## config.mk

```make
export PLATFORM = sky130hd
export DESIGN_NAME = crps_acc_cell
export DESIGN_NICKNAME = d
export VERILOG_FILES = /design/src/rtl/crps_pkg.sv /design/src/rtl/crps_acc_cell.sv
export SDC_FILE = /design/constraint.sdc
export NUM_CORES = 1
export LEC_CHECK = 0
export BUFFER_PORTS_ARGS = -buffer_cell sky130_fd_sc_hd__buf_4
export CELL_PAD_IN_SITES_DETAIL_PLACEMENT = 0
export CELL_PAD_IN_SITES_GLOBAL_PLACEMENT = 1
export CORE_MARGIN = 5
export CORE_UTILIZATION = 30
export CTS_CLUSTER_DIAMETER = 80
export DETAILED_ROUTE_END_ITERATION = 8
export PLACE_DENSITY_LB_ADDON = 0.08
export SETUP_SLACK_MARGIN = 0.05
export SYNTH_ARGS = -nofsm -noshare
export SYNTH_HDL_FRONTEND = slang
export SYNTH_SLANG_ARGS = --single-unit
```

## constraint.sdc

```tcl
create_clock -name clk -period 3 [get_ports clk]
set_input_delay 0 -clock clk [delete_from_list [all_inputs] [get_ports clk]]
set_output_delay 0 -clock clk [all_outputs]
set_load 0.02 [all_outputs]
```

## src/rtl/crps_pkg.sv

```systemverilog
// ----------------------------------------------------------------------------
// crps_pkg
// Shared constants and types of the co-rated pearson similarity block.
// ----------------------------------------------------------------------------
package crps_pkg;

  localparam int NumItemsDef   = 8;
  localparam int RatingBitsDef = 4;
  localparam int InWidth       = 32;
  localparam int FracBits      = 28;
  localparam int QuotBits      = FracBits + 1;
  localparam int RootBits      = FracBits / 2 + 1;
  localparam int SimWidth      = 16;
  localparam int CountWidth    = 4;

  typedef enum logic [1:0] {
    ST_VALID     = 2'd0,
    ST_NO_COMMON = 2'd1,
    ST_ZERO_VAR  = 2'd2
  } status_t;

endpackage

```

## src/rtl/crps_acc_cell.sv

```systemverilog
// ----------------------------------------------------------------------------
// crps_acc_cell
// One item of the sum chain: adds its co-rated pair into the running sums.
// ----------------------------------------------------------------------------
module crps_acc_cell #(
  parameter int IDX         = 0,
  parameter int RATING_BITS = crps_pkg::RatingBitsDef,
  parameter int EXT_W       = crps_pkg::InWidth,
  parameter int CNT_W       = 4,
  parameter int SUM_W       = 8,
  parameter int SQ_W        = 12
) (
  input  logic             clk,
  input  logic             rst_n,
  input  logic             in_valid,
  input  logic [EXT_W-1:0] in_a,
  input  logic [EXT_W-1:0] in_b,
  input  logic [CNT_W-1:0] in_n,
  input  logic [SUM_W-1:0] in_sa,
  input  logic [SUM_W-1:0] in_sb,
  input  logic [SQ_W-1:0]  in_sab,
  input  logic [SQ_W-1:0]  in_saa,
  input  logic [SQ_W-1:0]  in_sbb,
  output logic             out_valid,
  output logic [EXT_W-1:0] out_a,
  output logic [EXT_W-1:0] out_b,
  output logic [CNT_W-1:0] out_n,
  output logic [SUM_W-1:0] out_sa,
  output logic [SUM_W-1:0] out_sb,
  output logic [SQ_W-1:0]  out_sab,
  output logic [SQ_W-1:0]  out_saa,
  output logic [SQ_W-1:0]  out_sbb
);

  logic [RATING_BITS-1:0] ra, rb;
  logic                   both;
  logic [SQ_W-1:0]        ra_x, rb_x;

  assign ra   = in_a[IDX*RATING_BITS +: RATING_BITS];
  assign rb   = in_b[IDX*RATING_BITS +: RATING_BITS];
  assign both = (|ra) && (|rb);
  assign ra_x = both ? SQ_W'(ra) : '0;
  assign rb_x = both ? SQ_W'(rb) : '0;

  always_ff @(posedge clk) begin
    if (!rst_n) begin
      out_valid <= 1'b0;
    end else begin
      out_valid <= in_valid;
    end
  end

  always_ff @(posedge clk) begin
    out_a   <= in_a;
    out_b   <= in_b;
    out_n   <= in_n + CNT_W'(both);
    out_sa  <= in_sa + SUM_W'(ra_x);
    out_sb  <= in_sb + SUM_W'(rb_x);
    out_sab <= in_sab + ra_x * rb_x;
    out_saa <= in_saa + ra_x * ra_x;
    out_sbb <= in_sbb + rb_x * rb_x;
  end

endmodule

```

Word-level counts from Yosys, hierarchy flattened. Cells that the tools add are included.

Multiplexer cells: 2. Multiply operators: 3. Add/sub/neg operators: 6. Reductions and logical operators: 3.

Operators by type and width (number): adder 12 x 8 -> 12 bit (3); multiplier 4 x 4 -> 8 bit (3); adder 8 x 4 -> 8 bit (2); two-way mux 4 bit (2); OR reduction 4 bit (2); adder 4 x 1 -> 4 bit (1); logical AND 1 bit (1).

Output and inout bits: 121. Register bits after elaboration: 121.

Longest topological paths before layout.
Depth in word-level cells: 5. Gate-level depth with buffers: 14.

Least setup slack after synthesis. OpenSTA, ideal clock, no wires.

Kind: input to register. From: input port in_a[1]. To: register out_sab[9]. Arrival time: 3.190 ns. Required time: 2.878 ns. Cell stages on the path: 11. Setup time: 0.122 ns. Path buffers: 1. Path slack: -0.312 ns. Cell sequence: clkbuf_1 -> nand2_1 -> fa_1 -> fa_1 -> fa_1 -> inv_1 -> ha_1 -> nor2b_1 -> o31a_1 -> o31a_1 -> a311o_1.

Word-level cells in the longest chain between the ends: 5.

Ends and longest elaborated chain: start, declared (RTL line crps_acc_cell.sv:16) `input logic [EXT_W-1:0] in_a,`; OR reduction 4 bit (RTL line crps_acc_cell.sv:41) `assign both = (|ra) && (|rb);`; logical AND 1 bit (RTL line crps_acc_cell.sv:41); two-way mux 4 bit, on equally long branches (RTL line crps_acc_cell.sv:42, crps_acc_cell.sv:43); multiplier 4 x 4 -> 8 bit * (RTL line crps_acc_cell.sv:59) `out_sab <= in_sab + ra_x * rb_x;`; adder 12 x 8 -> 12 bit * (RTL line crps_acc_cell.sv:59); end signal, assigned (RTL line crps_acc_cell.sv:59); end, declared (RTL line crps_acc_cell.sv:30) `output logic [SQ_W-1:0] out_sab,`.

Every way passes the cells marked *; elsewhere a longest branch is shown, timed or not. A chain may end at the register's enable or synchronous reset.

Worst setup path in the final report.
From: input port in_a[3]. To: register out_sab[9].

Same word-level chain as after synthesis.

==> run summary <==
Clock root buffer master -> sky130_fd_sc_hd__clkbuf_16
Number of distinct library cells after synthesis -> 36
Net total in the final layout -> 1012
Met2 layer usage reported by global route -> 30.2%
Worst slew margin relative to its limit -> 77.2%
Gate count of the mapped netlist -> 419
Core region area -> 15800 µm²
Worst path max stage delay -> 0.55 ns
Crit path setup slack, layout -> 0.157 ns
Antenna-violating nets left -> 0
Final GP Congestion -> 0.792
Final Slew Violations -> 0
Fin Hold WS -> 0.0162 ns
Sequential fraction of the synthesis area -> 50.6%
Path category of the worst min-delay check -> primary input to flip-flop
Synthesized flop and latch total -> 121
Area growth, synth to finish -> 86.4%
Grt ovf -> 0
Share of the core filled with cells in the final layout -> 56.6%
Via count -> 4403
Worst path required time -> 3.30 ns
Outcome -> complete, no violations
Synthesis Warnings -> 0
Std-Cell Rows -> 46
Top library cells by usage in the layout, fill and taps aside -> sky130_fd_sc_hd__buf_4 (272), sky130_fd_sc_hd__dfxtp_1 (121), sky130_fd_sc_hd__dlygate4sd3_1 (113)
Most instantiated flip-flop cell in the synthesis netlist -> sky130_fd_sc_hd__dfxtp_1
H-tree depth -> 4
Drc violations -> 0
Final worst path period share -> 94.8%
Die height -> 136 µm
Clock Sink Count -> 121
Cell type of the slowest stage on the worst timing path -> sky130_fd_sc_hd__dlygate4sd3_1
Global Route met1 Usage -> 18.1%
Fraction of layout instances using a drive strength above 1 -> 37.9%
Hold path depth -> 4
CP Cell Sequence -> buf_4 -> dlygate4sd3_1 -> buf_4 -> nand2_1 -> fa_1 -> fa_1 -> inv_2 -> ha_4 -> nor2b_4 -> o31a_1 -> o31a_1 -> a311o_1
Number of vias per cell -> 4.19
Number of endpoints failing setup at the final stage -> 0
Worst Setup Path Type -> primary input to flip-flop
Area of the mapped netlist -> 4790 µm²
Arr. time, crit path -> 3.15 ns
Most common library cell in the layout ignoring fill and taps -> sky130_fd_sc_hd__buf_4
Number of gates on the worst path with buffers counted -> 12
Number of standard cells in the final layout excluding fillers -> 1050
Quantity of I/O buffers inserted on ports -> 243
Clock tree from TritonCTS -> yes
Drt total wl -> 15500 µm
Initial detailed-routing violation count -> 136
Routed length per instance -> 14.8 µm
Hold Vio Cnt, Final -> 0
Max-cap check violation count -> 0
Worst Max-Slew Pin Slew -> 0.340 ns
Die Area -> 18600 µm²
Number of post-CTS setup repair buffers -> 0
Initial antenna violation count -> 0
Dpl hpwl -> 11600 µm
Average instance area after synthesis -> 11.4 µm²
Detailed-router iteration count before antenna repair -> 4
Number of fill cells -> 1364
GRT Resource Usage Total -> 16.5%
Post-synth net total -> 610
Static leakage power -> 0.00434 µW
Global-route met3 utilization -> 5.55%
Maximum resistive drop on vdd -> 0.387 mV
Final TNS setup -> 0 ns
RSZ-0062 raised after global routing -> false
Nature of the critical path startpoint -> primary input
Initial core utilization -> 30.3%
Final critical path time including I/O delays and setup -> 2.84 ns
Via count of the first global-routing pass -> 4636
Largest net degree at the start of global routing -> 17
Crit path max-delay family -> adder cells
Number of top-level design ports -> 244
Highest attainable clock frequency -> 0.352 GHz
Count of antenna diodes in the layout -> 0
Worst setup timing slack at the placement stage -> -0.182 ns
Fraction of registers with async set or reset after synthesis -> 0%
Worst-path fanout max -> 5
CTS clk-pin slew, worst paths -> 0.06 ns
Nature of the critical path endpoint -> flip-flop
GRT busiest layer -> met2
Placed cell count -> 905
Die X-Extent -> 136 µm
Post-synth EDFFs -> 0
Maximum clock insertion buffer count -> 2
Number of buffers added by the clock tree synthesis step -> 17
Global-route wire length before repair -> 23500 µm
Count of buffering cells on the critical path with inverters included -> 4
Power density over the cells -> 629 nW/µm²
==> path summary, 6_finish.rpt <==
kind | start | endpoint | slack [ns]
hold / removal | in_saa[8] | out_saa[8] | 0.02
setup / recovery | in_a[3] | out_sab[9] | 0.16
==> layer usage <==
metal	wire [µm]	part of all wire, %	vias to the layer above
li1	-	-	2228
met1	6160	40	2008
met5	0	0	-
met4	158	1.0	0
met3	1150	7.4	15
met2	8070	52	152
==> through the flow <==
stage          area (µm²)  power [µW]
5_1_grt              8920        5890
6_report             8920        5610
3_5_place_dp         7130        3310
4_1_cts              8910        5700
3_3_place_gp         7130        3300
2_1_floorplan        4840        2630
==> power by group <==
part | switching (µW) | total, µW | leakage [µW] | internal [µW]
Clock | 806 | 2220 | 0.000310 | 1420
Sequential | 56.8 | 1870 | 0.00102 | 1810
Combinational | 748 | 1520 | 0.00301 | 772
Total | 1610 | 5610 | 0.00434 | 4000
==> registers in the layout, summed over array words and instances, names as in the netlist <==
| signal | flops |
|---|---|
| out_a | 32 |
| out_n | 4 |
| out_sab | 12 |
| out_b | 32 |
| out_sa | 8 |
| out_valid | 1 |
| out_sbb | 12 |
| out_saa | 12 |
| out_sb | 8 |
==> layout make-up <==
type                    count  area, µm²  area share [%]
clock inverters            14        211            2.37
clock buffers              18        429            4.81
inverters                  35        131            1.47
well taps                 216        270            3.03
flip-flops and latches    121       2420            27.1
repair buffers            386       3190            35.8
multi-input cells         260       2260            25.4
==> synthesized netlist by cell type (all sizes together), types with 2 or more instances <==
cell type	instances	share of area, %
xnor2	24	4.4
nor3	4	0.42
nor2b	10	1.3
o41a	2	0.47
and4	2	0.37
xor2	12	2.2
maj3	2	0.47
a21oi	18	2.0
clkbuf	3	0.24
a31oi	4	0.52
nand3	8	0.84
inv	35	2.7
fa	17	7.1
and2	21	2.7
nor4	2	0.26
ha	51	13
nand4	3	0.39
o211ai	2	0.31
and3	4	0.52
dfxtp	121	51
nand2	17	1.3
o21ai	10	1.0
nor2	16	1.3
o21bai	3	0.47
o21a	5	0.78
o31a	3	0.55
a211oi	4	0.63
a21o	9	1.4
==> timing repair <==
action                                  CTS  global route
resized for setup                         0             5
endpoints found under the hold margin   101             0
endpoints found under the setup margin    0             4
hold buffers                            113             0
==> cells by family (layout without fill, tap and decap cells) <==
group | after synthesis | count (layout) | synth area share [%]
adders and majority gates | 70 | 70 | 20.9
DFF | 121 | 121 | 50.6
and+or+nand+nor | 90 | 90 | 9.96
buffers and inverters | 38 | 453 | 2.98
xor gates and xnor gates | 36 | 36 | 6.59
AOI/OAI and AO/OA | 64 | 64 | 8.94
No activity file was read; power rests on OpenSTA's default activity.
