<file path="src/rtl/crps_pkg.sv">
// ----------------------------------------------------------------------------
// crps_pkg
// Shared constants and types of the co-rated pearson similarity block.
// ----------------------------------------------------------------------------
package crps_pkg;

  localparam int NumItemsDef   = 8;
  localparam int RatingBitsDef = 4;
  localparam int InWidth       = 32;
  localparam int FracBits      = 28;
  localparam int QuotBits      = FracBits + 1;
  localparam int RootBits      = FracBits / 2 + 1;
  localparam int SimWidth      = 16;
  localparam int CountWidth    = 4;

  typedef enum logic [1:0] {
    ST_VALID     = 2'd0,
    ST_NO_COMMON = 2'd1,
    ST_ZERO_VAR  = 2'd2
  } status_t;

endpackage

</file>
<file path="src/rtl/crps_div_cell.sv">
// ----------------------------------------------------------------------------
// crps_div_cell
// One restoring step of the scaled ratio: shifts the remainder, one bit out.
// ----------------------------------------------------------------------------
module crps_div_cell #(
  parameter int PW    = 50,
  parameter int CNT_W = 4
) (
  input  logic                            clk,
  input  logic                            rst_n,
  input  logic                            in_valid,
  input  logic [PW-1:0]                   in_rem,
  input  logic [PW-1:0]                   in_p,
  input  logic [crps_pkg::QuotBits-1:0]   in_quot,
  input  logic                            in_neg,
  input  logic [CNT_W-1:0]                in_n,
  input  crps_pkg::status_t               in_status,
  output logic                            out_valid,
  output logic [PW-1:0]                   out_rem,
  output logic [PW-1:0]                   out_p,
  output logic [crps_pkg::QuotBits-1:0]   out_quot,
  output logic                            out_neg,
  output logic [CNT_W-1:0]                out_n,
  output crps_pkg::status_t               out_status
);

  logic [PW:0] r2, diff;
  logic        ge;

  assign r2   = {in_rem, 1'b0};
  assign ge   = r2 >= {1'b0, in_p};
  assign diff = r2 - {1'b0, in_p};

  always_ff @(posedge clk) begin
    if (!rst_n) begin
      out_valid <= 1'b0;
    end else begin
      out_valid <= in_valid;
    end
  end

  always_ff @(posedge clk) begin
    out_rem    <= ge ? diff[PW-1:0] : r2[PW-1:0];
    out_quot   <= {in_quot[crps_pkg::QuotBits-2:0], ge};
    out_p      <= in_p;
    out_neg    <= in_neg;
    out_n      <= in_n;
    out_status <= in_status;
  end

endmodule

</file>
<file path="config.mk">
export PLATFORM = sky130hd
export DESIGN_NAME = crps_div_cell
export DESIGN_NICKNAME = d
export VERILOG_FILES = /design/src/rtl/crps_pkg.sv /design/src/rtl/crps_div_cell.sv
export SDC_FILE = /design/constraint.sdc
export NUM_CORES = 1
export LEC_CHECK = 0
export BUFFER_PORTS_ARGS = -buffer_cell sky130_fd_sc_hd__buf_2
export CORE_ASPECT_RATIO = 0.5
export CORE_MARGIN = 2
export CORE_UTILIZATION = 30
export DETAILED_ROUTE_END_ITERATION = 8
export PLACE_DENSITY = 0.55
export RECOVER_POWER = 50
export SLEW_MARGIN = 20
export SYNTH_ARGS = -nofsm -noshare
export SYNTH_HDL_FRONTEND = slang
export SYNTH_SLANG_ARGS = --single-unit
</file>
<file path="constraint.sdc">
create_clock -name clk -period 9.6 [get_ports clk]
set_clock_uncertainty 0.15 [all_clocks]
set_input_delay 1.92 -clock clk [delete_from_list [all_inputs] [get_ports clk]]
set_output_delay 1.92 -clock clk [all_outputs]
set_load 0.01 [all_outputs]
</file>
== Word-level counts from Yosys, hierarchy flattened ==
Cells that the tools add are included.

* Output and inout bits: 137
* Register bits after elaboration: 137
* Word-level logic and storage cells: 11

* Order comparisons: 1
* Add/sub/neg operators: 1
* Multiplexer cells: 1

{| class="wikitable"
|+ Operators by type and width
! kind !! number
|-
| greater-or-equal comparator 51 x 50 -> 1 bit || 1
|-
| two-way mux 50 bit || 1
|-
| subtractor 50 bit || 1
|}

== Depth between registers and ports, before layout ==
Gate-level depths: netlist (run 1).

* Depth after elaboration: 2
* Mapped depth: 15
* Mapped depth without buffers: 12

== Worst setup path after synthesis (run 1) ==
OpenSTA, ideal clock, no wires.

* Path kind: input to register
* From: input in_p[0]
* To: register out_rem[48]
* Stages: 12
* Required time: 9327 ps
* Arrival: 4241 ps
* Path buffers: 0
* Setup slack: 5086 ps
* Cells stage by stage: inv_1 > fa_1 > a211oi_1 > o21bai_1 > o21ai_0 > a21oi_2 > a21boi_0 > o31a_2 > o211ai_1 > a221oi_1 > xor2_1 > o21ai_0

* Word-level cells in the longest chain between the ends: 2
* Elaborated cells between the ends (all ways): 3
* Those cells by class: add/sub: 1; order compare: 1; mux: 1

{| class="wikitable"
|+ Ends and longest elaborated chain
! item !! RTL line !! source
|-
| start, declared || crps_div_cell.sv:13 || <nowiki>input logic [PW-1:0] in_p,</nowiki>
|-
| subtractor 50 bit / greater-or-equal comparator 51 x 50 -> 1 bit (equally long branches) || crps_div_cell.sv:32, crps_div_cell.sv:31 ||
|-
| two-way mux 50 bit (*) || crps_div_cell.sv:43 || <nowiki>out_rem <= ge ? diff[PW-1:0] : r2[PW-1:0];</nowiki>
|-
| end signal, assigned || crps_div_cell.sv:43 ||
|-
| end, declared || crps_div_cell.sv:19 || <nowiki>output logic [PW-1:0] out_rem,</nowiki>
|}

Mark *: on every way between the ends. The rest lies on a longest branch, timed or not.
A chain may end at the register's enable or synchronous reset.

== Worst setup path in the final report (run 1) ==
* From: input in_p[3]
* To: register out_rem[45]

The elaborated chain is that of the path after synthesis.

==> flow_summary.json, run 1 <==
{
  "maximum_vdd_ir_drop_uv": 82.71,
  "hold_critical_path_depth": 1,
  "tightestPinTransition_ps": 587.2,
  "clock_root_buffer": "sky130_fd_sc_hd__clkbuf_16",
  "ys.warnings.count": 0,
  "drv.max_cap_violation_count": 0,
  "cp.buffers_inverters": 3,
  "antenna-diode-count": 0,
  "worst_hold_slack_ps": 1429,
  "initial_utilization_pct": 31.03,
  "top_layer": "met4",
  "regArea_sq_um": 2743,
  "layout.cells.most_common": "sky130_fd_sc_hd__buf_2",
  "avgRoutedWirePerCell_um": 14.70,
  "wl_um": 18930,
  "mostFrequentLayoutCells": "sky130_fd_sc_hd__buf_2 (198), sky130_fd_sc_hd__dfxtp_1 (137), sky130_fd_sc_hd__a21oi_1 (91)",
  "groute.usage.overall_pct": 16.62,
  "cp-end-kind": "flop",
  "cts.sink_count": 137,
  "setup.worst_path.start_class": "primary input",
  "timing.slew.headroom_pct": 60.50,
  "finalWorstPathRequiredPeriod_ps": 5398,
  "num_io_pins": 276,
  "ctsResizeCount": 0,
  "dp_hpwl_um": 15260,
  "layout.filler_cells": 2187,
  "hold_path_startpoint": "in_n[3]",
  "area_growth_pct": 31.49,
  "drt-met1-wl_um": 8759,
  "num_vias": 6033,
  "cell_by_cell_listing_of_the_critical_path": "clkbuf_1 -> inv_1 -> ha_1 -> nand3_1 -> o21bai_1 -> a21boi_0 -> o211ai_1 -> nor3b_2 -> a21oi_2 -> a31o_2 -> buf_4 -> nand2_1 -> mux2i_1 -> nor2_1",
  "final.period_utilization_pct": 56.22,
  "finalSetupViolations": 0,
  "place.port_buffers": 274,
  "wl_met3_um": 1374,
  "place_congestion": 0.8317,
  "synth_top_cell_by_area": "sky130_fd_sc_hd__dfxtp_1",
  "post_dp_cell_area_sq_um": 7979,
  "rsz0062_at_grt": "false",
  "power_density_nw_per_um2": 202.4,
  "post_synth.cell_area_avg_sq_um": 8.713,
  "postSynth.asyncResetShare_pct": 0,
  "total_die_area_sq_um": 22810,
  "die_w_um": 211.6,
  "initialDrtViolationCount": 349,
  "path_max_fanout": 46,
  "detail_routed_via_count_per_cell": 4.684,
  "fmax_mhz": 185.3,
  "postSynthNetCount": 932,
  "final_max_tran_viols": 0,
  "class_of_the_most_critical_setup_path": "in -> reg",
  "proportion_of_layout_cells_with_a_drive_suffix_above_1_pct": 23.94,
  "ctsHoldBuffers": 0,
  "synth_edf_count": 0,
  "netlist_instances": 742,
  "multi_input_comb_area_sq_um": 3268,
  "grt_start_max_net_pins": 47,
  "clk_pin_slew_ps": 60,
  "die_height_um": 107.8,
  "drc": 0,
  "cts_buffer_depth": 2,
  "synth_seq_cells": 137,
  "global_route.overflow_total": 0,
  "post_cts.repair.setup_buffers": 0,
  "ctsHtreeMaxLevel": 4,
  "post_synth_main_area_contributors": "sky130_fd_sc_hd__dfxtp_1 (42%), sky130_fd_sc_hd__ha_1 (9.7%), sky130_fd_sc_hd__a21oi_1 (7.0%)",
  "max_stage_delay_ps": 600,
  "num_rows": 37,
  "synth_area_sq_um": 6465,
  "cts_inserted_buffers": 17,
  "post-layout-total-power_mw": 1.720,
  "path_delay_family": "compound AO/OA/AOI/OAI gates",
  "post-route-cell-area_sq_um": 8501,
  "power_leakage_nw": 4.098,
  "grt_first_pass_wirelength_um": 29180,
  "post-synth-top-area-fraction_pct": 42.42,
  "worstSetupPathDepth": 14,
  "met2WireLength_um": 8475,
  "crit_required_ps": 9780,
  "drt_first_pass_iters": 5,
  "setup_total_negative_slack_ps": 0,
  "portion_of_the_post_synthesis_area_used_by_sequential_elements_pct": 42.42,
  "final_nets": 1192,
  "via_count_of_the_first_global_routing_pass": 5799,
  "post_synth_num_cell_types": 55,
  "slowest_stage": "sky130_fd_sc_hd__a31o_2",
  "synth_ff_type": "sky130_fd_sc_hd__dfxtp_1",
  "timing.hold.worst.class": "in -> reg",
  "grt_antenna_before_repair": 0,
  "fp.coreArea_sq_um": 20830,
  "outcome": "completed",
  "finalHoldViolCount": 0,
  "tritoncts_clock_tree": "yes",
  "arrival_ps": 5580,
  "postRouteAntennaNets": 0,
  "setup.worst_path.start": "in_p[3]"
}
## power by group
part / leakage [nW] / switching [mW] / total, mW / internal (mW)
clock: 0.297 / 0.271 / 0.687 / 0.416
sequential: 1.16 / 0.0142 / 0.648 / 0.633
combinational: 2.65 / 0.227 / 0.386 / 0.159
total: 4.10 / 0.512 / 1.72 / 1.21
## metrics by stage
stage	cells	util, %	setup WS [ps]
after detailed placement	1256	38.30	3727
final	1288	40.80	4202
after floorplan	742	-	5086
after global routing	1288	40.80	3851
after CTS	1288	41.26	4184
after global placement	1256	38.30	3763
## sequential cells by signal, indices dropped and copies added (netlist names)
signal,flops
out_neg,1
out_quot,29
out_rem,50
out_p,50
out_n,4
out_valid,1
out_status,2
## routing by layer
layer | vias to the layer above | track usage (%)
li1 | 3054 | -
met1 | 2774 | 21.28
met2 | 182 | 25.80
met3 | 23 | 6.068
met4 | 0 | 5.684
met5 | - | 0
## logic make-up after synthesis
logic type	Yosys count	synth area share [%]
AO/OA/AOI/OAI	219	20.59
XOR/XNOR	45	6.096
adder cells (fa/ha/maj)	51	9.986
buffers and inverters	100	7.025
flip-flops	137	42.42
multiplexers	1	0.1548
AND/OR/NAND/NOR	189	13.72
## final cells by class
class | instances | share of cell area (%)
multi-input cells | 505 | 38.45
flip-flops and latches | 137 | 32.26
repair buffers | 275 | 15.10
clock buffers | 18 | 5.049
well taps | 273 | 4.018
inverters | 66 | 2.914
clock inverters | 14 | 2.208
## cells in the mapped netlist (all sizes together) (6+ instances only)
| master | number |
|---|---|
| nand4 | 17 |
| a21o | 24 |
| buf | 12 |
| xnor2 | 26 |
| nor2b | 9 |
| a21oi | 93 |
| o21bai | 18 |
| ha | 50 |
| a21boi | 6 |
| o21ai | 45 |
| dfxtp | 137 |
| nor2 | 57 |
| inv | 66 |
| nand2 | 67 |
| o211ai | 6 |
| nand3 | 8 |
| xor2 | 19 |
| clkbuf | 22 |
## final timing paths
| kind | slack, ps | endpoint |
|---|---|---|
| setup / recovery | 4200 | out_rem[45] |
| hold / removal | 1430 | out_n[3] |
No activity file was read; power rests on OpenSTA's default activity.
==> run 2: changes to the inputs <==
clock period = 5.6 ns   (was 9.6 ns; I/O delays follow)
==> flow_summary.json, run 2 (synthesis gave the netlist of run 1 again) <==
{
  "clk_pin_slew_ps": 60,
  "num_io_pins": 276,
  "antenna-diode-count": 0,
  "postRouteAntennaNets": 0,
  "die_w_um": 211.6,
  "outcome": "completed",
  "post_dp_cell_area_sq_um": 7986,
  "comb_power_share_pct": 23.5,
  "class_of_the_most_critical_setup_path": "in -> reg",
  "clkPwrFrac_pct": 37.0,
  "seq_power_share_pct": 39.5,
  "place_congestion": 0.8368,
  "finalSetupViolations": 0,
  "grt_start_max_net_pins": 30,
  "cts_buffer_depth": 2,
  "tightestPinTransition_ps": 599.6,
  "detail_routed_via_count_per_cell": 4.621,
  "drc": 0,
  "avgRoutedWirePerCell_um": 14.70,
  "ctsHoldBuffers": 0,
  "post-route-cell-area_sq_um": 8432,
  "clock_root_buffer": "sky130_fd_sc_hd__clkbuf_16",
  "setup_slack_of_the_critical_path_after_layout_ps": 1327,
  "tritoncts_clock_tree": "yes",
  "wl_um": 18950,
  "ctsHtreeMaxLevel": 4,
  "fmax_mhz": 234.0,
  "die_height_um": 107.8,
  "power_density_nw_per_um2": 333.9,
  "global_route.overflow_total": 0,
  "final_max_tran_viols": 0,
  "timing.slew.headroom_pct": 59.67,
  "via_count_of_the_first_global_routing_pass": 5761,
  "post-layout-total-power_mw": 2.815,
  "finalHoldViolCount": 0,
  "setup_total_negative_slack_ps": 0,
  "crit_required_ps": 5780,
  "initialDrtViolationCount": 342,
  "grt_antenna_before_repair": 0,
  "hold_path_startpoint": "in_quot[20]",
  "ctsResizeCount": 0,
  "setup.worst_path.start": "in_p[2]",
  "fp.coreArea_sq_um": 20830,
  "power.switching_fraction_pct": 31.07,
  "netSwitchingPower_mw": 0.8748,
  "finalWorstPathRequiredPeriod_ps": 4273,
  "postLayoutCoreUtil_pct": 40.47,
  "final.period_utilization_pct": 76.31,
  "layout.cells.most_common": "sky130_fd_sc_hd__buf_2",
  "drt_first_pass_iters": 5,
  "layout.cells.non_filler": 1289,
  "detailedPlace.worstSlack_ps": 854.8,
  "dp_hpwl_um": 15260,
  "area_growth_pct": 30.42,
  "post_placement_cell_count": 1257,
  "mostFrequentLayoutCells": "sky130_fd_sc_hd__buf_2 (200), sky130_fd_sc_hd__dfxtp_1 (137), sky130_fd_sc_hd__a21oi_1 (91)",
  "initial_utilization_pct": 31.03,
  "cp-end-kind": "flop",
  "proportion_of_layout_cells_with_a_drive_suffix_above_1_pct": 24.11,
  "num_vias": 5956,
  "cellInternalPower_mw": 1.940,
  "path_max_fanout": 28,
  "arrival_ps": 4460,
  "setup.worst_path.start_class": "primary input",
  "layout_top_registers": "out_p x50, out_rem x50, out_quot x29",
  "grt_first_pass_wirelength_um": 29030,
  "groute.usage.overall_pct": 16.60,
  "maximum_vdd_ir_drop_uv": 246.5,
  "num_rows": 37,
  "worst_hold_slack_ps": 627.7,
  "timing.hold.worst.class": "in -> reg",
  "final_nets": 1193,
  "place.port_buffers": 274,
  "total_die_area_sq_um": 22810,
  "rsz0062_at_grt": "false",
  "power_leakage_nw": 4.073,
  "post_cts.repair.setup_buffers": 0,
  "cts_inserted_buffers": 17,
  "drv.max_cap_violation_count": 0,
  "cts.sink_count": 137
}
-- run 2: cell count changes in the layout (fill, tap and decap cells not counted), sizes merged --
cell    before  now
clkbuf      94   93
clkinv       3    5
inv         72   71
buf        199  203
bufinv       3    0
-- run 2: cell type report --
| type | count | area (sq um) |
|---|---|---|
| multi-input cells | 505 | 3268 |
| well taps | 273 | 341.6 |
| flip-flops and latches | 137 | 2743 |
| fillers | 2168 | 12400 |
| repair buffers | 276 | 1294 |
| inverters | 66 | 247.7 |
| clock buffers | 20 | 446.7 |
| clock inverters | 12 | 91.34 |
-- run 2: path summary, 6_finish.rpt --
check,depth (start not counted),to
setup / recovery,14,out_rem[45]
hold / removal,1,out_quot[21]
-- run 2: critical path, stage by stage --
cell and delay [ps]:
sky130_fd_sc_hd__buf_2 80, sky130_fd_sc_hd__inv_1 30, sky130_fd_sc_hd__ha_1 360, sky130_fd_sc_hd__nand3_1 190
sky130_fd_sc_hd__o21bai_1 240, sky130_fd_sc_hd__a21boi_0 520, sky130_fd_sc_hd__o211ai_1 150, sky130_fd_sc_hd__nor3b_2 230
sky130_fd_sc_hd__a21oi_2 290, sky130_fd_sc_hd__a31o_2 530, sky130_fd_sc_hd__buf_4 390, sky130_fd_sc_hd__nand2_1 90
sky130_fd_sc_hd__mux2i_1 140, sky130_fd_sc_hd__nor2_1 60
-- run 2: power by group through the flow --
stage,Sequential [mW],Combinational (mW),Clock (mW)
after detailed placement,1.13,0.674,0
after CTS,1.11,0.678,1.08
after global routing,1.12,0.740,1.12
after floorplan,1.19,0.361,0
final,1.11,0.663,1.04
after global placement,1.13,0.671,0
-- run 2: metal layers --
metal / up-vias / global-route usage (%) / wire length (um)
li1: 3058 / - / -
met1: 2701 / 21.55 / 8924
met2: 181 / 26.10 / 8549
met3: 16 / 5.280 / 1271
met4: 0 / 5.483 / 207
met5: - / 0 / 0
