===== src/rtl/crps_pkg.sv =====
// ----------------------------------------------------------------------------
// crps_pkg
// Shared constants and types of the co-rated pearson similarity block.
// ----------------------------------------------------------------------------
package crps_pkg;

  localparam int NumItemsDef   = 8;
  localparam int RatingBitsDef = 4;
  localparam int InWidth       = 32;
  localparam int FracBits      = 28;
  localparam int QuotBits      = FracBits + 1;
  localparam int RootBits      = FracBits / 2 + 1;
  localparam int SimWidth      = 16;
  localparam int CountWidth    = 4;

  typedef enum logic [1:0] {
    ST_VALID     = 2'd0,
    ST_NO_COMMON = 2'd1,
    ST_ZERO_VAR  = 2'd2
  } status_t;

endpackage


===== src/rtl/crps_sqrt_cell.sv =====
// ----------------------------------------------------------------------------
// crps_sqrt_cell
// One digit of the integer square root: decides root bit BIT.
// ----------------------------------------------------------------------------
module crps_sqrt_cell #(
  parameter int BIT   = 0,
  parameter int CNT_W = 4
) (
  input  logic                            clk,
  input  logic                            rst_n,
  input  logic                            in_valid,
  input  logic [crps_pkg::QuotBits-1:0]   in_rem,
  input  logic [crps_pkg::RootBits-1:0]   in_root,
  input  logic                            in_neg,
  input  logic [CNT_W-1:0]                in_n,
  input  crps_pkg::status_t               in_status,
  output logic                            out_valid,
  output logic [crps_pkg::QuotBits-1:0]   out_rem,
  output logic [crps_pkg::RootBits-1:0]   out_root,
  output logic                            out_neg,
  output logic [CNT_W-1:0]                out_n,
  output crps_pkg::status_t               out_status
);

  localparam int TW = 2 * crps_pkg::RootBits + 1;

  logic [TW-1:0] trial, rem_x;
  logic          ge;

  assign trial = (TW'(in_root) << (BIT + 1)) + (TW'(1) << (2 * BIT));
  assign rem_x = TW'(in_rem);
  assign ge    = rem_x >= trial;

  always_ff @(posedge clk) begin
    if (!rst_n) begin
      out_valid <= 1'b0;
    end else begin
      out_valid <= in_valid;
    end
  end

  always_ff @(posedge clk) begin
    out_rem    <= ge ? crps_pkg::QuotBits'(rem_x - trial) : in_rem;
    out_root   <= ge ? (in_root | (crps_pkg::RootBits'(1) << BIT)) : in_root;
    out_neg    <= in_neg;
    out_n      <= in_n;
    out_status <= in_status;
  end

endmodule


===== config.mk =====
export PLATFORM = sky130hd
export DESIGN_NAME = crps_sqrt_cell
export DESIGN_NICKNAME = d
export VERILOG_FILES = /design/src/rtl/crps_pkg.sv /design/src/rtl/crps_sqrt_cell.sv
export SDC_FILE = /design/constraint.sdc
export NUM_CORES = 1
export LEC_CHECK = 0
export BUFFER_PORTS_ARGS = -buffer_cell sky130_fd_sc_hd__clkbuf_2
export CAP_MARGIN = 15
export CORE_MARGIN = 2
export CORE_UTILIZATION = 45
export CTS_CLUSTER_SIZE = 10
export DETAILED_ROUTE_END_ITERATION = 12
export HOLD_SLACK_MARGIN = 0.1
export PLACE_DENSITY = 0.76
export SYNTH_ARGS = -nofsm -noshare
export SYNTH_HDL_FRONTEND = slang
export SYNTH_SLANG_ARGS = --single-unit

===== constraint.sdc =====
create_clock -name clk -period 2.7 [get_ports clk]
set_input_delay 0.135 -clock clk [delete_from_list [all_inputs] [get_ports clk]]
set_output_delay 0.135 -clock clk [all_outputs]
set_load 0.01 [all_outputs]

; Word level (Yosys, flattened, before mapping)
; Cells that the tools add are included.
[classes]
div = 0
bitwise_logic = 0
muxes = 1
n_eq_ne = 0
n_shift = 0
n_reduce_logical = 0
multipliers = 0
n_addsub = 2
order_cmp = 1
[op_table]
columns = cell, n
row1 = $ge A29 B17 Y1, 1
row2 = $mux W29, 1
row3 = $sub A29 B17 Y29, 1
row4 = $add A16 B1 Y17 const B, 1
[totals]
elab_cells = 11
mem_count = 0
ram_bits = 0
mem_bits_ro = 0
regBits = 52
inputBits = 54
latchBits = 0

; Depth between registers and ports, before layout
; Gate-level depths: netlist (run 1).
[depth]
word_depth = 3
ltp_mapped = 12
mapped_depth_nobuf = 10

; Worst setup path before layout (run 1)
; No wires, ideal clock.
[synth_timing]
kind = input to register
startpoint = input in_root[2] in the netlist's numbering
endpoint = register out_rem[11] in the netlist's numbering
required_ps = 2579
stages = 9
setup_slack_ps = 466
arrival_time_ps = 2114
path_buffers = 1
path_cell_list = inv_1 > ha_1 > a21o_1 > a221oi_2 > o221ai_2 > a31o_2 > a31oi_2 > buf_6 > mux2_2
[synth_between]
elab_chain_cells = 3
elab_cells_between_ends = 4
cone_classes = 2 x add/sub / 1 x order compare / 1 x mux
[synth_lines]
columns = item, line_no
row1 = start: declaration, crps_sqrt_cell.sv:13  ; input logic [crps_pkg::RootBits-1:0] in_root,
row2 = $add A16 B1 Y17 *, crps_sqrt_cell.sv:30  ; assign trial = (TW'(in_root) << (BIT + 1)) + (TW'(1) << (2 * BIT));
row3 = $sub A29 B17 Y29 / $ge A29 B17 Y1 (equally long branches), "crps_sqrt_cell.sv:43, crps_sqrt_cell.sv:32"
row4 = $mux W29 *, crps_sqrt_cell.sv:43  ; out_rem <= ge ? crps_pkg::QuotBits'(rem_x - trial) : in_rem;
row5 = end signal: assignment, crps_sqrt_cell.sv:43
row6 = end: declaration, crps_sqrt_cell.sv:18  ; output logic [crps_pkg::QuotBits-1:0] out_rem,
; Every way passes the cells marked *; elsewhere a longest branch is shown, timed or not.
; A chain may end at the register's enable or synchronous reset.

; Final worst setup path (run 1)
[layout_timing]
startpoint = input in_root[0] in the netlist's numbering
endpoint = register out_rem[11] in the netlist's numbering
; The elaborated chain is that of the path after synthesis.

==> flow_metrics.py, run 1 <==
metrics = {
    "timing": {
        "timing_worst_slew_pin_value_ns": 0.488,
        "fmax_ghz": 0.383,
        "final_max_slew_viol_count": 0,
        "timing.hold.ws_ns": 0.371,
        "layout_setup_ws_ns": 0.0915,
        "post-route-period-util": 0.966,
        "setup_tns_ns": 0,
        "finalSetupViolations": 0,
        "final-hold-violation-count": 0,
        "timing.final.crit_period_ns": 2.61,
        "timing.slew.headroom": 0.674,
    },
    "synthesis": {
        "average_cell_area_after_synthesis_um2": 9.71,
        "yosysTopAreaCell": "dfxtp_1",
        "synth.yosys.warnings": 0,
        "synth_edf_count": 0,
        "netlist_top_cells_area": "dfxtp_1 (43%), ha_1 (8.2%), xor2_1 (6.5%), nand2_1 (4.2%), inv_1 (3.1%)",
        "share_of_synthesized_registers_carrying_an_async_set_or_reset": 0,
        "ys_types": 51,
        "synth-seq-cells": 52,
        "synth_sequential_area_ratio": 0.429,
        "dominantRegCellSynth": "dfxtp_1",
        "post_synth_instance_area_um2": 2430,
        "synth_top_area_share": 0.429,
        "mappedNetlistNets": 321,
        "postSynthCellCount": 250,
    },
    "clock_tree": {
        "cts_buffer_depth": 2,
        "clock_tree_root_buffer_cell": "clkbuf_8",
        "tritoncts": "yes",
        "number_of_sinks_handled_by_clock_tree_synthesis": 52,
        "clk_transition_reported_paths_ns": 0.09,
        "numCtsBuffers": 5,
        "htreeDepth": 2,
    },
    "placed_design": {
        "gpl.final_weighted_congestion": 0.813,
        "post-place-cells": 420,
        "dp_hpwl_mm": 4.12,
        "placement.setup.worst_slack_ns": 0.210,
        "portBuffers": 105,
    },
    "setup_path": {
        "crit_path_max_fanout": 6,
        "crit_path_start_kind": "input pin",
        "cp_data_required_time_ns": 2.89,
        "worst_setup_path_end_kind": "register",
        "worst-endpoint-arrival_ns": 2.80,
        "timing_worst_setup_path_type": "in2reg",
    },
    "power": {
        "vdd.ir_drop.worst_mv": 0.351,
        "powerDensity_nw_per_um2": 529,
        "power_frac_comb": 0.257,
        "clock_power_share": 0.305,
        "power_uw": 1990,
        "internal_power_uw": 1470,
        "netSwitchingFraction": 0.263,
        "leakage_power_uw": 0.00178,
        "power.net_switching_uw": 522,
        "power_frac_seq": 0.439,
    },
    "global_routing": {
        "grt_util_all_layers": 0.192,
        "first_global_vias": 2113,
        "grt_remaining_overflow": 0,
        "grt_start_max_net_pins": 21,
        "antenna_violations_before_repair": 0,
        "grt_first_pass_wirelength_mm": 9.44,
    },
    "floorplanning": {
        "start_util": 0.470,
        "ios": 106,
        "fp-row-count": 26,
        "coreArea_um2": 5170,
        "total_die_area_um2": 6000,
        "die_width_um": 77.5,
        "dieHeight_um": 77.5,
    },
    "drt": {
        "drc": 0,
        "total_vias_in_the_final_route": 2316,
        "firstDrtPassIters": 4,
        "postRouteAntennaNets": 0,
        "routed_wl_mm": 6.09,
        "routedWlPerCell_um": 12.6,
        "post_drt_via_cell_ratio": 4.80,
        "first_iter_violations": 69,
    },
    "cells_and_area": {
        "mostFrequentLayoutCells": "clkbuf_2 (105), dlygate4sd3_1 (53), dfxtp_1 (52), nand2_1 (27), inv_1 (20)",
        "mostFrequentLayoutCell": "clkbuf_2",
        "nets": 484,
        "seqCellArea_um2": 1040,
        "areaGrowthSynthToFinish_pct": 54.7,
        "diodes": 0,
        "finalNonFillerCells": 483,
        "multiInputGateArea_um2": 1310,
        "fillers": 352,
        "final_layout_size_suffix_gt1_frac": 0.337,
    },
    "min_path": {
        "hold_class": "in2reg",
    },
    "outcome": {
        "status": "completed",
    },
    "flow_run": {
        "max_cap_viol_count": 0,
    },
}
worst max-delay path: stages:
cell and delay, ns:
dlygate4sd3_1 0.53, clkbuf_2 0.13, inv_1 0.06, ha_1 0.29, a21o_1 0.23, a221oi_4 0.32
o221ai_2 0.17, a31o_2 0.30, a31oi_4 0.17, buf_6 0.15, mux2_2 0.33
power groups by stage:
| stage | clock network [uW] | registers [uW] | logic (uW) |
|---|---|---|---|
| after floorplan | 0 | 933 | 208 |
| after global placement | 0 | 889 | 418 |
| after detailed placement | 0 | 888 | 425 |
| after CTS | 622 | 871 | 488 |
| after global routing | 652 | 878 | 559 |
| final | 606 | 871 | 510 |
routing by layer:
| layer | global-route usage | routed length (um) | vias to the layer above |
|---|---|---|---|
| met5 | 0 | 0 | - |
| met4 | 0.0696 | 140 | 0 |
| met3 | 0.0360 | 279 | 12 |
| met2 | 0.323 | 2970 | 68 |
| met1 | 0.245 | 2700 | 1039 |
| li1 | - | - | 1197 |
sequential cells by signal (all words and copies together), names as in the netlist:
register    flops
out_status      2
out_rem        29
out_neg         1
out_valid       1
out_root       15
out_n           4
path summary, 6_finish.rpt:
path                   start                  end  slack, ns  depth (start not counted)
setup / recovery  in_root[0]  out_rem[11]$_DFF_P_       0.09                         11
hold / removal     in_rem[3]   out_rem[3]$_DFF_P_       0.37                          4
synthesized netlist by cell type, drive strengths merged, types with 3 or more instances:
cell type and n:
a21o 4, a21oi 10, a31oi 3, and2 3, buf 5, clkbuf 3
dfxtp 52, ha 16, inv 20, nand2 27, nand3 4, nor2 8
nor3 7, nor4 8, o21ai 17, or3 3, xnor2 6, xor2 18
final cells by class:
type,count,area share
Clock buffer,5,0.0183
Clock inverter,2,0.0160
Inverter,20,0.0200
Multi-Input combinational cell,170,0.348
Sequential cell,52,0.277
Tap cell,70,0.0233
Timing Repair Buffer,164,0.297
kinds of logic (layout without fill, tap and decap cells):
logic type                 after synthesis  count (layout)  share of synthesized area
AOI/OAI and AO/OA                       50              50                      0.139
xor gates and xnor gates                24              24                     0.0866
adders and majority gates               17              17                     0.0907
buffers and inverters                   28             191                     0.0562
DFF                                     52              52                      0.429
muxes                                    3               3                     0.0129
and+or+nand+nor                         76              76                      0.187
per-stage QoR:
step,utilization,area (um^2)
after floorplan,-,2430
after global placement,0.582,3010
after detailed placement,0.582,3010
after CTS,0.710,3670
after global routing,0.726,3760
final,0.726,3760
repair_timing:
action / 4_1_cts / 5_1_grt
hold endpoints to repair: 52 / 0
setup endpoints to repair: 0 / 25
hold buffers: 53 / 0
gates resized for setup: 0 / 10
buffers inserted: 0 / 3
Power figures use the tool's default switching activity.
==> run 2, diff against run 1 <==
- CELL_PAD_IN_SITES_DETAIL_PLACEMENT: not set -> 1
- CELL_PAD_IN_SITES_GLOBAL_PLACEMENT: not set -> 1
- CORE_UTILIZATION: 45 -> 34
- PLACE_DENSITY: 0.76 -> not set
- PLACE_DENSITY_LB_ADDON: not set -> 0.1
==> run 2 against run 1 <==
  * Design area up 0.77%
  * Wire length up 19%
  * Die area up 31%
  * Core utilization down 18 points
  * Sequential power about the same
  * Critical path type unchanged
  * Largest power group unchanged
==> flow_metrics.py, run 2 (same netlist as run 1, synthesis figures left out) <==
metrics = {
    "timing": {
        "fmax_ghz": 0.377,
        "timing.slew.headroom": 0.772,
        "finalSetupViolations": 0,
        "post-route-period-util": 0.982,
        "timing.hold.ws_ns": 0.213,
        "final_max_slew_viol_count": 0,
        "layout_setup_ws_ns": 0.0474,
        "final-hold-violation-count": 0,
        "timing_worst_slew_pin_value_ns": 0.342,
        "timing.final.crit_period_ns": 2.65,
    },
    "setup_path": {
        "worst-endpoint-arrival_ns": 2.86,
        "crit_buf_inv": 3,
        "crit_path_max_fanout": 4,
        "cp_data_required_time_ns": 2.91,
        "timing.critical_path.max_delay_family": "compound AO/OA/AOI/OAI gates",
        "crit_path_max_incr_delay_ns": 0.53,
        "critical_path.cell_chain": "dlygate4sd3_1, clkbuf_2, ha_1, a21o_1, a221oi_4, o221ai_2, a31o_4, a31oi_4, buf_4, mux2_2",
        "crit_path_start_kind": "input pin",
        "worst_setup_path_end_kind": "register",
        "slowest_stage": "dlygate4sd3_1",
        "timing_worst_setup_path_type": "in2reg",
    },
    "drt": {
        "detailroute.wirelength.met2_mm": 3.54,
        "total_vias_in_the_final_route": 2401,
        "routedWlPerCell_um": 14.1,
        "routed_wl_mm": 7.24,
        "route.layer.met1.wl_mm": 3.18,
        "post_drt_via_cell_ratio": 4.69,
        "firstDrtPassIters": 5,
        "met3WireLength_um": 409,
        "postRouteAntennaNets": 0,
        "drc": 0,
        "dr.max_layer_used": "met4",
        "first_iter_violations": 63,
    },
    "global_routing": {
        "first_global_vias": 2380,
        "grt_first_pass_wirelength_mm": 11.2,
        "antenna_violations_before_repair": 0,
        "grt_start_max_net_pins": 19,
        "grt_remaining_overflow": 0,
        "grt_util_all_layers": 0.182,
    },
    "cells_and_area": {
        "largest_register_ff_count": 29,
        "finalNonFillerCells": 512,
        "mostFrequentLayoutCells": "clkbuf_2 (105), dlygate4sd3_1 (53), dfxtp_1 (52), nand2_1 (27), inv_1 (20)",
        "nets": 486,
        "diodes": 0,
        "finish.instance_area_um2": 3780,
        "fillers": 800,
        "largest_registers": "out_rem x29, out_root x15, out_n x4",
        "areaGrowthSynthToFinish_pct": 55.8,
        "mostFrequentLayoutCell": "clkbuf_2",
        "final_layout_size_suffix_gt1_frac": 0.337,
        "regMostFlops": "out_rem",
    },
    "flow_run": {
        "max_cap_viol_count": 0,
    },
    "clock_tree": {
        "cts_buffer_depth": 2,
        "clk_transition_reported_paths_ns": 0.10,
        "number_of_sinks_handled_by_clock_tree_synthesis": 52,
        "htreeDepth": 2,
        "tritoncts": "yes",
        "clock_tree_root_buffer_cell": "clkbuf_8",
        "numCtsBuffers": 5,
    },
    "floorplanning": {
        "fp-row-count": 30,
        "total_die_area_um2": 7830,
        "ios": 106,
        "start_util": 0.354,
        "coreArea_um2": 6870,
        "dieHeight_um": 88.5,
        "die_width_um": 88.5,
    },
    "placed_design": {
        "placement.setup.worst_slack_ns": 0.171,
        "dpl-instance-area_um2": 3050,
        "post-place-cells": 447,
        "gpl.final_weighted_congestion": 0.746,
        "portBuffers": 105,
        "dp_hpwl_mm": 4.73,
    },
    "power": {
        "power_uw": 1950,
        "powerDensity_nw_per_um2": 515,
        "vdd.ir_drop.worst_mv": 0.194,
        "leakage_power_uw": 0.00179,
    },
    "outcome": {
        "status": "completed",
    },
    "min_path": {
        "hold_class": "in2reg",
    },
}
[run 2: metrics by stage]
| stage | setup TNS, ns | util |
|---|---|---|
| final | 0 | 0.551 |
| after global routing | -0.0833 | 0.551 |
| after CTS | 0 | 0.538 |
| after detailed placement | 0 | 0.444 |
| after global placement | 0 | 0.444 |
| after floorplan | 0 | - |
[run 2: worst paths after layout]
check             startpoint             endpoint  cells after the start
setup / recovery   in_rem[1]  out_rem[11]$_DFF_P_                     10
hold / removal    in_root[0]   out_rem[1]$_DFF_P_                      3
[run 2: what timing repair did]
item	4_1_cts	5_1_grt
buffers inserted	0	4
gates resized for setup	0	10
endpoints found under the setup margin	0	20
endpoints found under the hold margin	52	0
hold buffers	53	0
[run 2: power breakdown]
| part | internal (uW) | leakage, uW | switching (uW) | total (uW) |
|---|---|---|---|---|
| clock network | 280 | 0.0000548 | 274 | 554 |
| logic | 252 | 0.00129 | 271 | 523 |
| registers | 850 | 0.000438 | 22.8 | 872 |
[run 2: layout make-up]
type | count | area [um^2] | share of cell area
Multi-Input combinational cell | 170 | 1300 | 0.344
Sequential cell | 52 | 1040 | 0.275
Clock inverter | 3 | 46.3 | 0.0122
Clock buffer | 5 | 68.8 | 0.0182
Inverter | 20 | 75.1 | 0.0198
Tap cell | 96 | 120 | 0.0317
Timing Repair Buffer | 166 | 1130 | 0.299
[run 2: per-layer routing]
layer  vias up  global-route usage
li1       1199                   -
met1      1107               0.229
met2        84               0.319
met3        11              0.0336
met4         0              0.0523
met5         -                   0
==> run 3, diff against run 2 <==
- ABC_AREA: not set -> 1
==> run 3 against run 2 <==
  * Design area increased by 16%
  * Flip-flop and latch count unchanged
  * Cell count increased by 51%
  * Critical path depth increased by 2
  * Sequential share of layout area decreased by 3.7 points
  * Core utilization decreased by 7.3 points
  * Non-clock buffer count decreased by 17
  * Worst hold slack got worse by 0.10 ns
  * Power increased by 7.4%
  * Synthesized cell count increased by 100%
  * Area after synthesis increased by 31%
  * Largest power group unchanged
==> flow_metrics.py, run 3 <==
metrics = {
    "outcome": {
        "status": "completed",
    },
    "setup_path": {
        "worst-endpoint-arrival_ns": 2.60,
        "cp_data_required_time_ns": 2.91,
        "worst_setup_path_end_kind": "register",
        "crit_path_max_incr_delay_ns": 0.55,
        "worst_setup_path_endpoint": "out_rem[5]$_DFF_P_",
        "crit_path_max_fanout": 24,
        "timing_worst_setup_path_type": "in2reg",
        "slowest_stage": "dlygate4sd3_1",
        "critical_path.cell_chain": "dlygate4sd3_1, clkbuf_2, ha_1, nand2_1, nor2_1, nand2_1, nor3_1, a21oi_2, nand2_4, inv_4, nand2_1, nand2_1",
        "worst_setup_path_startpoint": "in_rem[8]",
        "crit_path_start_kind": "input pin",
        "most_numerous_cell_on_the_critical_path": "nand2_1",
    },
    "synthesis": {
        "synth_sequential_area_ratio": 0.327,
        "mappedNetlistNets": 579,
        "dominantRegCellSynth": "dfxtp_1",
        "average_cell_area_after_synthesis_um2": 6.27,
        "synth_edf_count": 0,
        "ys_types": 26,
        "postSynthCellCount": 508,
        "synth_top_area_share": 0.327,
        "synth.yosys.warnings": 0,
        "yosys.cell_count.top_type": "nand2_1",
        "yosysTopAreaCell": "dfxtp_1",
        "synth_commonest_cells": "nand2_1 (200), inv_1 (100), dfxtp_1 (52), nor2_1 (40), nand3_1 (35)",
        "netlist_top_cells_area": "dfxtp_1 (33%), nand2_1 (24%), inv_1 (12%), ha_1 (6.3%), nand3_1 (5.5%)",
        "share_of_synthesized_registers_carrying_an_async_set_or_reset": 0,
        "post_synth_instance_area_um2": 3180,
        "synth-seq-cells": 52,
    },
    "global_routing": {
        "antenna_violations_before_repair": 0,
        "grtUsageMet2": 0.363,
        "global_route.usage.met1": 0.259,
        "grt_util_all_layers": 0.202,
        "use_met3": 0.0284,
        "grt_remaining_overflow": 0,
        "top_usage_layer": "met2",
        "grt_first_pass_wirelength_mm": 16.3,
        "grt_start_max_net_pins": 25,
        "first_global_vias": 3553,
    },
    "cells_and_area": {
        "largest_registers": "out_rem x29, out_root x15, out_n x4",
        "fillers": 1249,
        "regMostFlops": "out_rem",
        "areaGrowthSynthToFinish_pct": 37.5,
        "multiInputGateArea_um2": 1720,
        "nets": 731,
        "diodes": 0,
        "mostFrequentLayoutCell": "nand2_1",
        "finish.instance_area_um2": 4380,
        "seqCellArea_um2": 1040,
        "final_layout_size_suffix_gt1_frac": 0.205,
        "mostFrequentLayoutCells": "nand2_1 (200), clkbuf_2 (105), inv_1 (100), dfxtp_1 (52), dlygate4sd3_1 (44)",
        "largest_register_ff_count": 29,
    },
    "timing": {
        "post-route-period-util": 0.888,
        "timing_worst_slew_pin_value_ns": 0.414,
        "timing.hold.ws_ns": 0.112,
        "layout_setup_ws_ns": 0.303,
        "finalSetupViolations": 0,
        "timing.slew.headroom": 0.722,
        "setup_tns_ns": 0,
        "final-hold-violation-count": 0,
        "unrepaired_setup_endpoints_after_global_routing": "false",
        "timing.final.crit_period_ns": 2.40,
        "final_max_slew_viol_count": 0,
        "fmax_ghz": 0.417,
    },
    "drt": {
        "firstDrtPassIters": 4,
        "routed_wl_mm": 9.92,
        "total_vias_in_the_final_route": 3494,
        "postRouteAntennaNets": 0,
        "first_iter_violations": 108,
        "routedWlPerCell_um": 12.9,
        "drc": 0,
        "post_drt_via_cell_ratio": 4.53,
    },
    "clock_tree": {
        "cts_buffer_depth": 2,
        "htreeDepth": 2,
        "clock_tree_root_buffer_cell": "clkbuf_8",
        "number_of_sinks_handled_by_clock_tree_synthesis": 52,
        "tritoncts": "yes",
        "cts_repair_resize_count": 0,
        "numCtsBuffers": 5,
        "post_cts.repair.setup_buffers": 0,
        "post_cts_hold_buffer_count": 44,
        "clk_transition_reported_paths_ns": 0.10,
    },
    "floorplanning": {
        "die_width_um": 101,
        "fp-row-count": 35,
        "ios": 106,
        "coreArea_um2": 9150,
        "start_util": 0.348,
        "dieHeight_um": 101,
        "total_die_area_um2": 10200,
    },
    "placed_design": {
        "dp_hpwl_mm": 7.90,
        "placement.setup.worst_slack_ns": 0.512,
        "portBuffers": 105,
        "dpl-instance-area_um2": 3810,
        "gpl.final_weighted_congestion": 0.899,
    },
    "flow_run": {
        "max_cap_viol_count": 0,
    },
    "min_path": {
        "hold_class": "in2reg",
    },
    "power": {
        "vdd.ir_drop.worst_mv": 0.209,
        "powerDensity_nw_per_um2": 479,
        "leakage_power_uw": 0.00251,
    },
}
-- run 3: routing by layer --
layer,share of wire,up-vias
met5,0,-
met4,0.0081,0
met3,0.048,10
met2,0.47,90
met1,0.47,1574
li1,-,1820
-- run 3: cells by family (layout without fill, tap and decap cells) --
logic type | after synthesis | after routing | synth area share
AOI/OAI and AO/OA | 22 | 22 | 0.0452
buffers and inverters | 106 | 258 | 0.134
adders and majority gates | 17 | 17 | 0.0692
and+or+nand+nor | 300 | 300 | 0.394
xor gates and xnor gates | 11 | 11 | 0.0303
DFF | 52 | 52 | 0.327
-- run 3: worst min-delay path by stage --
stage	from	end	slack, ns	cells after the start
after floorplan	in_n[0]	out_n[0]$_DFF_P_	0.16	0
after global placement	in_status[0]	out_status[0]$_DFF_P_	0.24	1
after detailed placement	in_n[3]	out_n[3]$_DFF_P_	0.24	1
after CTS	in_rem[23]	out_rem[23]$_DFF_P_	0.10	3
after global routing	in_rem[27]	out_rem[27]$_DFF_P_	0.11	3
final	in_rem[27]	out_rem[27]$_DFF_P_	0.11	3
-- run 3: area by class of cell --
cell class / count / share of cell area
Timing Repair Buffer: 149 / 0.221
Multi-Input combinational cell: 350 / 0.392
Inverter: 102 / 0.0881
Clock buffer: 5 / 0.0157
Sequential cell: 52 / 0.238
Clock inverter: 2 / 0.0137
Tap cell: 111 / 0.0317
-- run 3: metrics by stage --
stage	total power, uW	util	cells
floorplan	1220	-	508
global placement	1420	0.416	720
detailed placement	1440	0.416	720
CTS	2130	0.478	771
global route	2240	0.478	771
finish	2090	0.478	771
-- run 3: worst max-delay path: cells and delay by family --
| kind | cells | cell delay (ns) |
|---|---|---|
| buffers and inverters | 3 | 0.87 |
| AOI/OAI and AO/OA | 1 | 0.13 |
| adders and majority gates | 1 | 0.36 |
| and+or+nand+nor | 7 | 1.10 |
-- run 3: power breakdown --
| part | total [uW] | leakage, uW | internal, uW | switching, uW |
|---|---|---|---|---|
| clock | 629 | 0.0000642 | 365 | 264 |
| sequential | 869 | 0.000438 | 848 | 21.5 |
| combinational | 597 | 0.00201 | 245 | 351 |
